$ cat config.mk
export PLATFORM = sky130hd
export DESIGN_NAME = rational_add_reduce_unit
export DESIGN_NICKNAME = d
export VERILOG_FILES = /design/src/rtl/rar_pkg.sv /design/src/rtl/rar_ctrl.sv /design/src/rtl/rar_dp.sv /design/src/rtl/rational_add_reduce_unit.sv
export VERILOG_INCLUDE_DIRS = /design/src /design/src/rtl
export SDC_FILE = /design/constraint.sdc
export NUM_CORES = 2
export LEC_CHECK = 0
export BUFFER_PORTS_ARGS = -buffer_cell sky130_fd_sc_hd__buf_2
export CORE_UTILIZATION = 30
export CTS_CLUSTER_SIZE = 16
export DETAILED_ROUTE_END_ITERATION = 6
export MAX_ROUTING_LAYER = met4
export PLACE_DENSITY_LB_ADDON = 0.08
export RECOVER_POWER = 50
export SKIP_LAST_GASP = 1
export SLEW_MARGIN = 20
export SYNTH_ARGS = -nofsm -noshare
export SYNTH_HDL_FRONTEND = slang
export SYNTH_HIERARCHICAL = 1
export SYNTH_SLANG_ARGS = --single-unit
$ cat constraint.sdc
create_clock -name clk -period 15.4 [get_ports clk]
set_input_delay 0.77 -clock clk [delete_from_list [all_inputs] [get_ports clk]]
set_output_delay 0.77 -clock clk [all_outputs]
set_load 0.02 [all_outputs]
$ cat src/rtl/assert_macros.svh
// assertion helpers, included by rtl/rational_add_reduce_unit.sv
`ifndef ASSERT_MACROS_SVH
`define ASSERT_MACROS_SVH

// same-cycle implication, disabled while reset is asserted
`define ASSERT_IMPLIES(label, clk, rst_n, pre, post) \
	label: assert property (@(posedge clk) disable iff (!(rst_n)) (pre) |-> (post)) \
		else $error("assertion failed: same-cycle implication");

// next-cycle implication, disabled while reset is asserted
`define ASSERT_NEXT(label, clk, rst_n, pre, post) \
	label: assert property (@(posedge clk) disable iff (!(rst_n)) (pre) |=> (post)) \
		else $error("assertion failed: next-cycle implication");

`endif

$ cat src/rtl/rar_pkg.sv
`timescale 1ns / 1ps

package rar_pkg;

	localparam int NUM_OUT_W = 33;
	localparam int DEN_OUT_W = 31;

	typedef enum logic [3:0] {
		ST_IDLE,
		ST_MUL_AB,
		ST_MUL_BA,
		ST_MUL_DD,
		ST_SUM,
		ST_GCD_TWO,
		ST_GCD_ODD,
		ST_SCALE,
		ST_DIV,
		ST_WRITE
	} state_t;

	typedef enum logic [1:0] {
		MUL_AN_BD,
		MUL_BN_AD,
		MUL_AD_BD
	} mul_sel_t;

	typedef struct packed {
		logic     load;
		logic     mul_en;
		mul_sel_t mul_sel;
		logic     form_sum;
		logic     gcd_two;
		logic     gcd_odd;
		logic     scale;
		logic     div_step;
		logic     out_load;
	} cmd_t;

	typedef struct packed {
		logic sum_zero;
		logic both_even;
		logic gcd_eq;
		logic div_last;
	} status_t;

endpackage

$ cat src/rtl/rar_ctrl.sv
`timescale 1ns / 1ps

module rar_ctrl (
	input  logic              clk,
	input  logic              arst_n,
	input  logic              in_valid,
	output logic              in_stall,
	output logic              out_valid,
	input  logic              out_stall,
	input  rar_pkg::status_t  status,
	output rar_pkg::cmd_t     cmd
);

	rar_pkg::state_t state_q;
	rar_pkg::state_t state_next;
	logic            out_valid_q;

	always_ff @(posedge clk or negedge arst_n) begin
		if (!arst_n) begin
			state_q <= rar_pkg::ST_IDLE;
		end else begin
			state_q <= state_next;
		end
	end

	always_comb begin
		state_next = state_q;
		cmd        = '0;
		cmd.mul_sel = rar_pkg::MUL_AN_BD;
		case (state_q)
			rar_pkg::ST_IDLE: begin
				if (in_valid) begin
					cmd.load   = 1'b1;
					state_next = rar_pkg::ST_MUL_AB;
				end
			end
			rar_pkg::ST_MUL_AB: begin
				cmd.mul_en  = 1'b1;
				cmd.mul_sel = rar_pkg::MUL_AN_BD;
				state_next  = rar_pkg::ST_MUL_BA;
			end
			rar_pkg::ST_MUL_BA: begin
				cmd.mul_en  = 1'b1;
				cmd.mul_sel = rar_pkg::MUL_BN_AD;
				state_next  = rar_pkg::ST_MUL_DD;
			end
			rar_pkg::ST_MUL_DD: begin
				cmd.mul_en  = 1'b1;
				cmd.mul_sel = rar_pkg::MUL_AD_BD;
				state_next  = rar_pkg::ST_SUM;
			end
			rar_pkg::ST_SUM: begin
				cmd.form_sum = 1'b1;
				state_next   = rar_pkg::ST_GCD_TWO;
			end
			rar_pkg::ST_GCD_TWO: begin
				// zero sum skips the reduction and leaves as 0/1
				if (status.sum_zero) begin
					state_next = rar_pkg::ST_WRITE;
				end else if (status.both_even) begin
					cmd.gcd_two = 1'b1;
				end else begin
					state_next = rar_pkg::ST_GCD_ODD;
				end
			end
			rar_pkg::ST_GCD_ODD: begin
				if (status.gcd_eq) begin
					state_next = rar_pkg::ST_SCALE;
				end else begin
					cmd.gcd_odd = 1'b1;
				end
			end
			rar_pkg::ST_SCALE: begin
				cmd.scale  = 1'b1;
				state_next = rar_pkg::ST_DIV;
			end
			rar_pkg::ST_DIV: begin
				cmd.div_step = 1'b1;
				if (status.div_last) begin
					state_next = rar_pkg::ST_WRITE;
				end
			end
			rar_pkg::ST_WRITE: begin
				if (!out_valid_q || !out_stall) begin
					cmd.out_load = 1'b1;
					state_next   = rar_pkg::ST_IDLE;
				end
			end
			default: begin
				state_next = rar_pkg::ST_IDLE;
			end
		endcase
	end

	always_ff @(posedge clk or negedge arst_n) begin
		if (!arst_n) begin
			out_valid_q <= 1'b0;
		end else if (cmd.out_load) begin
			out_valid_q <= 1'b1;
		end else if (!out_stall) begin
			out_valid_q <= 1'b0;
		end
	end

	assign in_stall  = (state_q != rar_pkg::ST_IDLE);
	assign out_valid = out_valid_q;

endmodule

$ cat src/rtl/rar_dp.sv
`timescale 1ns / 1ps

module rar_dp #(
	parameter int OPERAND_WIDTH = 16
) (
	input  logic                                  clk,
	input  logic signed [OPERAND_WIDTH-1:0]       a_num,
	input  logic signed [OPERAND_WIDTH-1:0]       a_den,
	input  logic signed [OPERAND_WIDTH-1:0]       b_num,
	input  logic signed [OPERAND_WIDTH-1:0]       b_den,
	input  rar_pkg::cmd_t                         cmd,
	output rar_pkg::status_t                      status,
	output logic signed [rar_pkg::NUM_OUT_W-1:0]  sum_num,
	output logic        [rar_pkg::DEN_OUT_W-1:0]  sum_den
);

	localparam int W      = OPERAND_WIDTH;
	localparam int PW     = 2 * W;
	localparam int MW     = 2 * W + 1;
	localparam int KW     = $clog2(MW);
	localparam int CW     = $clog2(MW + 1);
	localparam int NEXT_W = (MW > rar_pkg::NUM_OUT_W) ? MW : rar_pkg::NUM_OUT_W;
	localparam int DEXT_W = (MW > rar_pkg::DEN_OUT_W) ? MW : rar_pkg::DEN_OUT_W;

	// operand magnitudes and signs
	logic [W-1:0]  an_q, ad_q, bn_q, bd_q;
	logic          sa_q, sb_q;
	logic [W-1:0]  an_mag, ad_mag, bn_mag, bd_mag;
	logic          an_neg, ad_neg, bn_neg, bd_neg;

	// products and sum
	logic [W-1:0]  mul_a, mul_b;
	logic [PW-1:0] prod;
	logic [PW-1:0] t1_q, t2_q, den_q;
	logic [MW-1:0] mag_sum;
	logic          neg_sum;
	logic [MW-1:0] mag_q;
	logic          neg_q;
	logic          zero_q;

	// gcd
	logic [MW-1:0] x_q, y_q;
	logic [KW-1:0] k_q;

	// dividers for numerator and denominator share the divisor in x_q
	logic [MW-1:0] nq_q, dq_q, nr_q, dr_q;
	logic [CW-1:0] cnt_q;
	logic [MW:0]   n_part, d_part;
	logic          n_ge, d_ge;
	logic [MW:0]   n_diff, d_diff;

	logic [NEXT_W-1:0] num_ext;
	logic [DEXT_W-1:0] den_ext;
	logic signed [rar_pkg::NUM_OUT_W-1:0] sum_num_q;
	logic        [rar_pkg::DEN_OUT_W-1:0] sum_den_q;

	assign an_neg = a_num[W-1];
	assign bn_neg = b_num[W-1];
	assign an_mag = an_neg ? (~a_num + 1'b1) : a_num;
	assign bn_mag = bn_neg ? (~b_num + 1'b1) : b_num;

	// zero denominator counts as one
	always_comb begin
		if (a_den == '0) begin
			ad_mag = W'(1);
			ad_neg = 1'b0;
		end else begin
			ad_neg = a_den[W-1];
			ad_mag = ad_neg ? (~a_den + 1'b1) : a_den;
		end
		if (b_den == '0) begin
			bd_mag = W'(1);
			bd_neg = 1'b0;
		end else begin
			bd_neg = b_den[W-1];
			bd_mag = bd_neg ? (~b_den + 1'b1) : b_den;
		end
	end

	always_ff @(posedge clk) begin
		if (cmd.load) begin
			an_q <= an_mag;
			ad_q <= ad_mag;
			bn_q <= bn_mag;
			bd_q <= bd_mag;
			sa_q <= an_neg ^ ad_neg;
			sb_q <= bn_neg ^ bd_neg;
		end
	end

	// one shared multiplier computes the three products in turn
	always_comb begin
		case (cmd.mul_sel)
			rar_pkg::MUL_AN_BD: begin
				mul_a = an_q;
				mul_b = bd_q;
			end
			rar_pkg::MUL_BN_AD: begin
				mul_a = bn_q;
				mul_b = ad_q;
			end
			rar_pkg::MUL_AD_BD: begin
				mul_a = ad_q;
				mul_b = bd_q;
			end
			default: begin
				mul_a = an_q;
				mul_b = bd_q;
			end
		endcase
	end

	assign prod = PW'(mul_a) * PW'(mul_b);

	always_ff @(posedge clk) begin
		if (cmd.mul_en) begin
			case (cmd.mul_sel)
				rar_pkg::MUL_AN_BD: t1_q  <= prod;
				rar_pkg::MUL_BN_AD: t2_q  <= prod;
				rar_pkg::MUL_AD_BD: den_q <= prod;
				default:            den_q <= prod;
			endcase
		end
	end

	always_comb begin
		if (sa_q == sb_q) begin
			mag_sum = MW'(t1_q) + MW'(t2_q);
			neg_sum = sa_q;
		end else if (t1_q >= t2_q) begin
			mag_sum = MW'(t1_q - t2_q);
			neg_sum = sa_q;
		end else begin
			mag_sum = MW'(t2_q - t1_q);
			neg_sum = sb_q;
		end
	end

	assign n_part = {nr_q, nq_q[MW-1]};
	assign d_part = {dr_q, dq_q[MW-1]};
	assign n_ge   = (n_part >= {1'b0, x_q});
	assign d_ge   = (d_part >= {1'b0, x_q});
	assign n_diff = n_part - {1'b0, x_q};
	assign d_diff = d_part - {1'b0, x_q};

	always_ff @(posedge clk) begin
		if (cmd.form_sum) begin
			mag_q  <= mag_sum;
			neg_q  <= neg_sum;
			zero_q <= (mag_sum == '0);
			x_q    <= mag_sum;
			y_q    <= MW'(den_q);
			k_q    <= '0;
		end else if (cmd.gcd_two) begin
			x_q <= x_q >> 1;
			y_q <= y_q >> 1;
			k_q <= k_q + 1'b1;
		end else if (cmd.gcd_odd) begin
			if (!x_q[0]) begin
				x_q <= x_q >> 1;
			end else if (!y_q[0]) begin
				y_q <= y_q >> 1;
			end else if (x_q > y_q) begin
				x_q <= (x_q - y_q) >> 1;
			end else begin
				y_q <= (y_q - x_q) >> 1;
			end
		end else if (cmd.scale) begin
			// restore the common power of two into the divisor
			x_q   <= x_q << k_q;
			nq_q  <= mag_q;
			dq_q  <= MW'(den_q);
			nr_q  <= '0;
			dr_q  <= '0;
			cnt_q <= CW'(MW);
		end else if (cmd.div_step) begin
			nr_q  <= n_ge ? n_diff[MW-1:0] : n_part[MW-1:0];
			dr_q  <= d_ge ? d_diff[MW-1:0] : d_part[MW-1:0];
			nq_q  <= {nq_q[MW-2:0], n_ge};
			dq_q  <= {dq_q[MW-2:0], d_ge};
			cnt_q <= cnt_q - 1'b1;
		end
	end

	assign num_ext = neg_q ? (~NEXT_W'(nq_q) + 1'b1) : NEXT_W'(nq_q);
	assign den_ext = DEXT_W'(dq_q);

	always_ff @(posedge clk) begin
		if (cmd.out_load) begin
			if (zero_q) begin
				sum_num_q <= '0;
				sum_den_q <= rar_pkg::DEN_OUT_W'(1);
			end else begin
				sum_num_q <= num_ext[rar_pkg::NUM_OUT_W-1:0];
				sum_den_q <= den_ext[rar_pkg::DEN_OUT_W-1:0];
			end
		end
	end

	assign status.sum_zero  = zero_q;
	assign status.both_even = !x_q[0] && !y_q[0];
	assign status.gcd_eq    = (x_q == y_q);
	assign status.div_last  = (cnt_q == CW'(1));

	assign sum_num = sum_num_q;
	assign sum_den = sum_den_q;

endmodule

$ cat src/rtl/rational_add_reduce_unit.sv
`timescale 1ns / 1ps
// Adds two signed fractions a_num/a_den + b_num/b_den and returns the sum in
// lowest terms with a positive denominator (zero denominators count as one,
// a zero sum comes out as 0/1). One item is worked on at a time: the three
// products on the shared multiplier, forming the sum, then a binary GCD that
// takes one shift or subtract step per cycle, forming the divisor, bit-serial
// division for numerator and denominator side by side, and the write into the
// output register. The time per item is set mainly by the GCD loop and the
// dividers; a zero sum skips both. A new item is taken once the previous one
// has moved into the output register.

`include "assert_macros.svh"

module rational_add_reduce_unit #(
	parameter int OPERAND_WIDTH = 16
) (
	input  logic                                  clk,
	input  logic                                  arst_n,
	input  logic                                  in_valid,
	output logic                                  in_stall,
	input  logic signed [OPERAND_WIDTH-1:0]       a_num,
	input  logic signed [OPERAND_WIDTH-1:0]       a_den,
	input  logic signed [OPERAND_WIDTH-1:0]       b_num,
	input  logic signed [OPERAND_WIDTH-1:0]       b_den,
	output logic                                  out_valid,
	input  logic                                  out_stall,
	output logic signed [rar_pkg::NUM_OUT_W-1:0]  sum_num,
	output logic        [rar_pkg::DEN_OUT_W-1:0]  sum_den
);

	rar_pkg::cmd_t    cmd;
	rar_pkg::status_t status;

	rar_ctrl u_ctrl (
		.clk       (clk),
		.arst_n    (arst_n),
		.in_valid  (in_valid),
		.in_stall  (in_stall),
		.out_valid (out_valid),
		.out_stall (out_stall),
		.status    (status),
		.cmd       (cmd)
	);

	rar_dp #(
		.OPERAND_WIDTH (OPERAND_WIDTH)
	) u_dp (
		.clk     (clk),
		.a_num   (a_num),
		.a_den   (a_den),
		.b_num   (b_num),
		.b_den   (b_den),
		.cmd     (cmd),
		.status  (status),
		.sum_num (sum_num),
		.sum_den (sum_den)
	);

	// an accepted item keeps the input side closed on the next cycle
	`ASSERT_NEXT(a_busy_after_accept, clk, arst_n, in_valid && !in_stall, in_stall)
	// a result written to the output register is offered on the next cycle
	`ASSERT_NEXT(a_valid_after_load, clk, arst_n, cmd.out_load, out_valid)
	// iteration only runs while an item is inside the block
	`ASSERT_IMPLIES(a_iter_busy, clk, arst_n, cmd.gcd_two || cmd.gcd_odd || cmd.div_step, in_stall)

endmodule

==> key figures <==
Run status
  – Outcome: complete, but fails checks
  – Violations in the final reports: capacitance limit, slew limit

Worst setup path
  – Library cell contributing the largest single delay on the critical path: clkbuf_1
  – Capture point of the worst path: u_dp/t1_q[31]
  – Setup CP Type: reg2reg
  – Worst setup path startpoint: u_ctrl/state_q[0]
  – Category of the worst setup path launch point: flop
  – R2r endpoint: u_dp/t1_q[31]
  – RR Startpoint: u_ctrl/state_q[0]
  – Total stage count of the critical path: 26
  – Kind of end point of the critical path: flop
  – Worst Path Max Fanout: 29
  – Worst Path Arrival: 10760 ps
  – Required time of the critical path: 15760 ps
  – R2R setup slack: 4990 ps
  – Most used cell along the critical path: fa_1
  – Critical Path Max Stage Delay: 1300 ps
  – CP top delay family: adder cells
  – R2r worst-path depth: 26
  – Worst path buffer plus inverter count: 4

Logic synthesis
  – Post-synthesis average cell area: 9.516 um2
  – Number of library cell types mapped by synthesis: 104
  – Area share of the largest cell type after synthesis: 0.3281
  – Most frequent cell after synthesis: inv_1
  – Number of enable-type register cells in the synthesized netlist: 464
  – Gate count after technology mapping: 4462
  – Number of nets produced by synthesis: 5074
  – Most instantiated cells after synthesis: inv_1 (467), edfxtp_1 (464), nor2_1 (426)
  – Synth Register Bits: 475
  – Post-synthesis instance area: 42460 um2
  – YS warnings: 6
  – Portion of the post-synthesis area used by sequential elements: 0.3339
  – Predominant post-synthesis flop cell: edfxtp_1
  – Synth top area cells: edfxtp_1 (33%), ha_1 (10%), fa_1 (9.5%)
  – Share of flip-flops with an asynchronous set or reset: 0.01053
  – Synth area leader: edfxtp_1

STA
  – Unrepaired setup endpoints after global routing: no
  – Period minus WS final: 10410 ps
  – Final sum of negative setup slack: 0 ps
  – Transition time at the pin with the least slew margin: 3800 ps
  – Upper clock frequency limit: 96.08 MHz
  – Share of the cycle needed by the critical path after routing: 0.6758
  – Final worst clock skew: 54.49 ps
  – Number of hold violations in the final report: 0
  – Final Max Tran Viols: 652
  – Setup Viol. Count Final: 0
  – Min Hold Slack: 373.1 ps
  – Remaining max-slew budget at the tightest pin: -1.533

Power
  – Overall Power: 3.084 mW
  – Total power density per cell area: 65.12 nW/um2
  – Standby leakage power: 20.00 nW
  – Peak VDD IR: 0.06009 mV

Finish
  – Post-layout net count: 5136
  – Layout cell share with drive strength beyond 1: 0.08213
  – Area growth from synthesis to layout: 11.54%
  – Register cell area after layout: 14180 um2
  – Number of fillers in the final layout: 14586
  – Post-layout instance area: 47360 um2
  – Number of standard cells in the layout, taps in and fillers out: 6455
  – Combined area of the multi-input logic cells: 25730 um2

Detailed routing
  – Routed wire length: 148900 um
  – Drt first pass iters: 7
  – DR WL/cell: 23.07 um
  – Drt via density: 5.160
  – Number of DRC markers after the initial detailed-route iteration: 2223
  – DRC viols: 0
  – Routed via count: 33308
  – Number of nets with antenna violations after routing: 0

Clocking
  – CTS sink count: 475
  – Cts bufs inserted: 66
  – Clock tree from TritonCTS: done
  – CTS Root Cell: clkbuf_16
  – H-tree levels: 3
  – Clock latency on the worst-skew pair: 670 ps
  – Number of buffers added for setup after CTS: 0
  – Clock transition at path regs: 60 ps
  – Number of buffers on the longest clock path: 3

Placement
  – Instance area at placement: 45220 um2
  – RePlAce Congestion: 0.8892
  – Detailed Place HPWL: 116600 um
  – Post-Place Cells: 6331
  – I/O Buffers: 133

GRT
  – Total congestion overflow: 0
  – Maximum number of pins on one net before global-route repair: 139
  – Wire length of the first global-routing pass: 223900 um
  – Vias in the first global route: 34362
  – Total routing resource utilization after global routing: 0.2152
  – Number of antenna violations at the first check in global routing: 7

Die
  – Die Outline Area: 143000 um2
  – Initial cell density of the core: 0.3032
  – Io pins: 134
  – Die Wd: 378.2 um
  – Area of the core region: 140000 um2
  – Die span in y: 378.2 um
  – Number of standard-cell rows in the floorplan: 137

Min path
  – Type of the most critical hold path: in2reg

Run
  – # Max-Cap Violations: 16
[cells in the final DEF (no fill, tap or decap), types with 18 or more instances in the layout]
master     count
a211oi_1      53
a21o_1       108
a21oi_1      310
a221oi_1      34
a22oi_1       23
a31oi_1       26
and2_1        22
and3_1        18
buf_2         56
buf_4         51
clkbuf_1     111
clkbuf_16     67
edfxtp_1     464
fa_1         201
ha_1         343
inv_1        467
mux2_2        77
mux2i_1      108
mux4_2        21
nand2_1      377
nand2b_1      53
nand3_1       51
nand4_1       40
nor2_1       424
nor2b_1       68
nor3_1        75
o21a_1        26
o21ai_0      208
o21bai_1      39
o31ai_1       42
or3_1         47
or4_1         18
xnor2_1      182
xor2_1        68
[final cells by class]
cell class	count	share of cell area
Multi-Input combinational cell	3311	0.5434
Sequential cell	475	0.2994
Tap cell	1876	0.04956
Clock buffer	91	0.03857
Inverter	468	0.03709
Timing Repair Buffer	202	0.02201
Clock inverter	31	0.009933
Antenna cell	1	0.00005284
[how the worst min path moves through the flow]
stage / startpoint / endpoint / slack [ps] / cells past startpoint
2_1_floorplan: arst_n / u_ctrl/out_valid / 470 / 0
3_3_place_gp: u_dp/mag_q[32] / u_dp/nq_q[32] / 530 / 1
3_5_place_dp: u_dp/mag_q[28] / u_dp/nq_q[28] / 530 / 1
4_1_cts: b_num[0] / u_dp/bn_q[0] / 280 / 1
5_1_grt: b_num[0] / u_dp/bn_q[0] / 360 / 1
6_report: b_num[0] / u_dp/bn_q[0] / 370 / 1
[per-layer routing]
metal  vias up  wire length [um]  track usage
met5         -                 0            -
met4         0              4024      0.05775
met3       192              5420      0.02153
met2       753             72640       0.3628
met1     16504             66810       0.2739
li1      15859                 -            -
[per-stage QoR]
step / worst slack, ps / util
floorplan: 2964 / -
global placement: 5587 / 0.3229
detailed placement: 5439 / 0.3229
CTS: 5384 / 0.3394
global route: 4274 / 0.3382
finish: 4992 / 0.3382
[sequential cells by signal, indices dropped and copies added (netlist names), 4 cells and up]
name	cells
u_dp/den_ext	33
u_dp/dr_q	33
u_dp/mag_q	33
u_dp/nq_q	33
u_dp/nr_q	33
u_dp/sum_num	33
u_dp/x_q	33
u_dp/den_q	32
u_dp/t1_q	32
u_dp/t2_q	32
u_dp/y_q	32
u_dp/sum_den	31
u_dp/ad_q	16
u_dp/an_q	16
u_dp/bd_q	16
u_dp/bn_q	16
u_dp/cnt_q	6
u_dp/k_q	6
u_ctrl/state_q	4
[cells by family (layout without fill, tap and decap cells)]
group                      after synthesis  after routing  synth area share
and+or+nand+nor                       1274           1274            0.1409
buffers and inverters                  676            792           0.06211
other                                    0              1                 0
xor gates and xnor gates               252            252           0.05198
muxes                                  213            213           0.05881
DFF                                    475            475            0.3339
adders and majority gates              544            544            0.1958
AOI/OAI and AO/OA                     1028           1028            0.1564
[timing repair]
item / CTS / global route
gates resized for setup: 0 / 0
hold buffers: 1 / 0
hold endpoints to repair: 5 / 0
[power breakdown]
part / switching [mW] / total [mW] / internal (mW) / leakage (nW)
registers: 0.0000000000000000172 / 1.40 / 1.40 / 4.51
logic: 0.0225 / 0.0416 / 0.0191 / 14.4
clock network: 0.646 / 1.64 / 0.994 / 1.11
total: 0.668 / 3.08 / 2.42 / 20.0
Power figures use the tool's default switching activity.
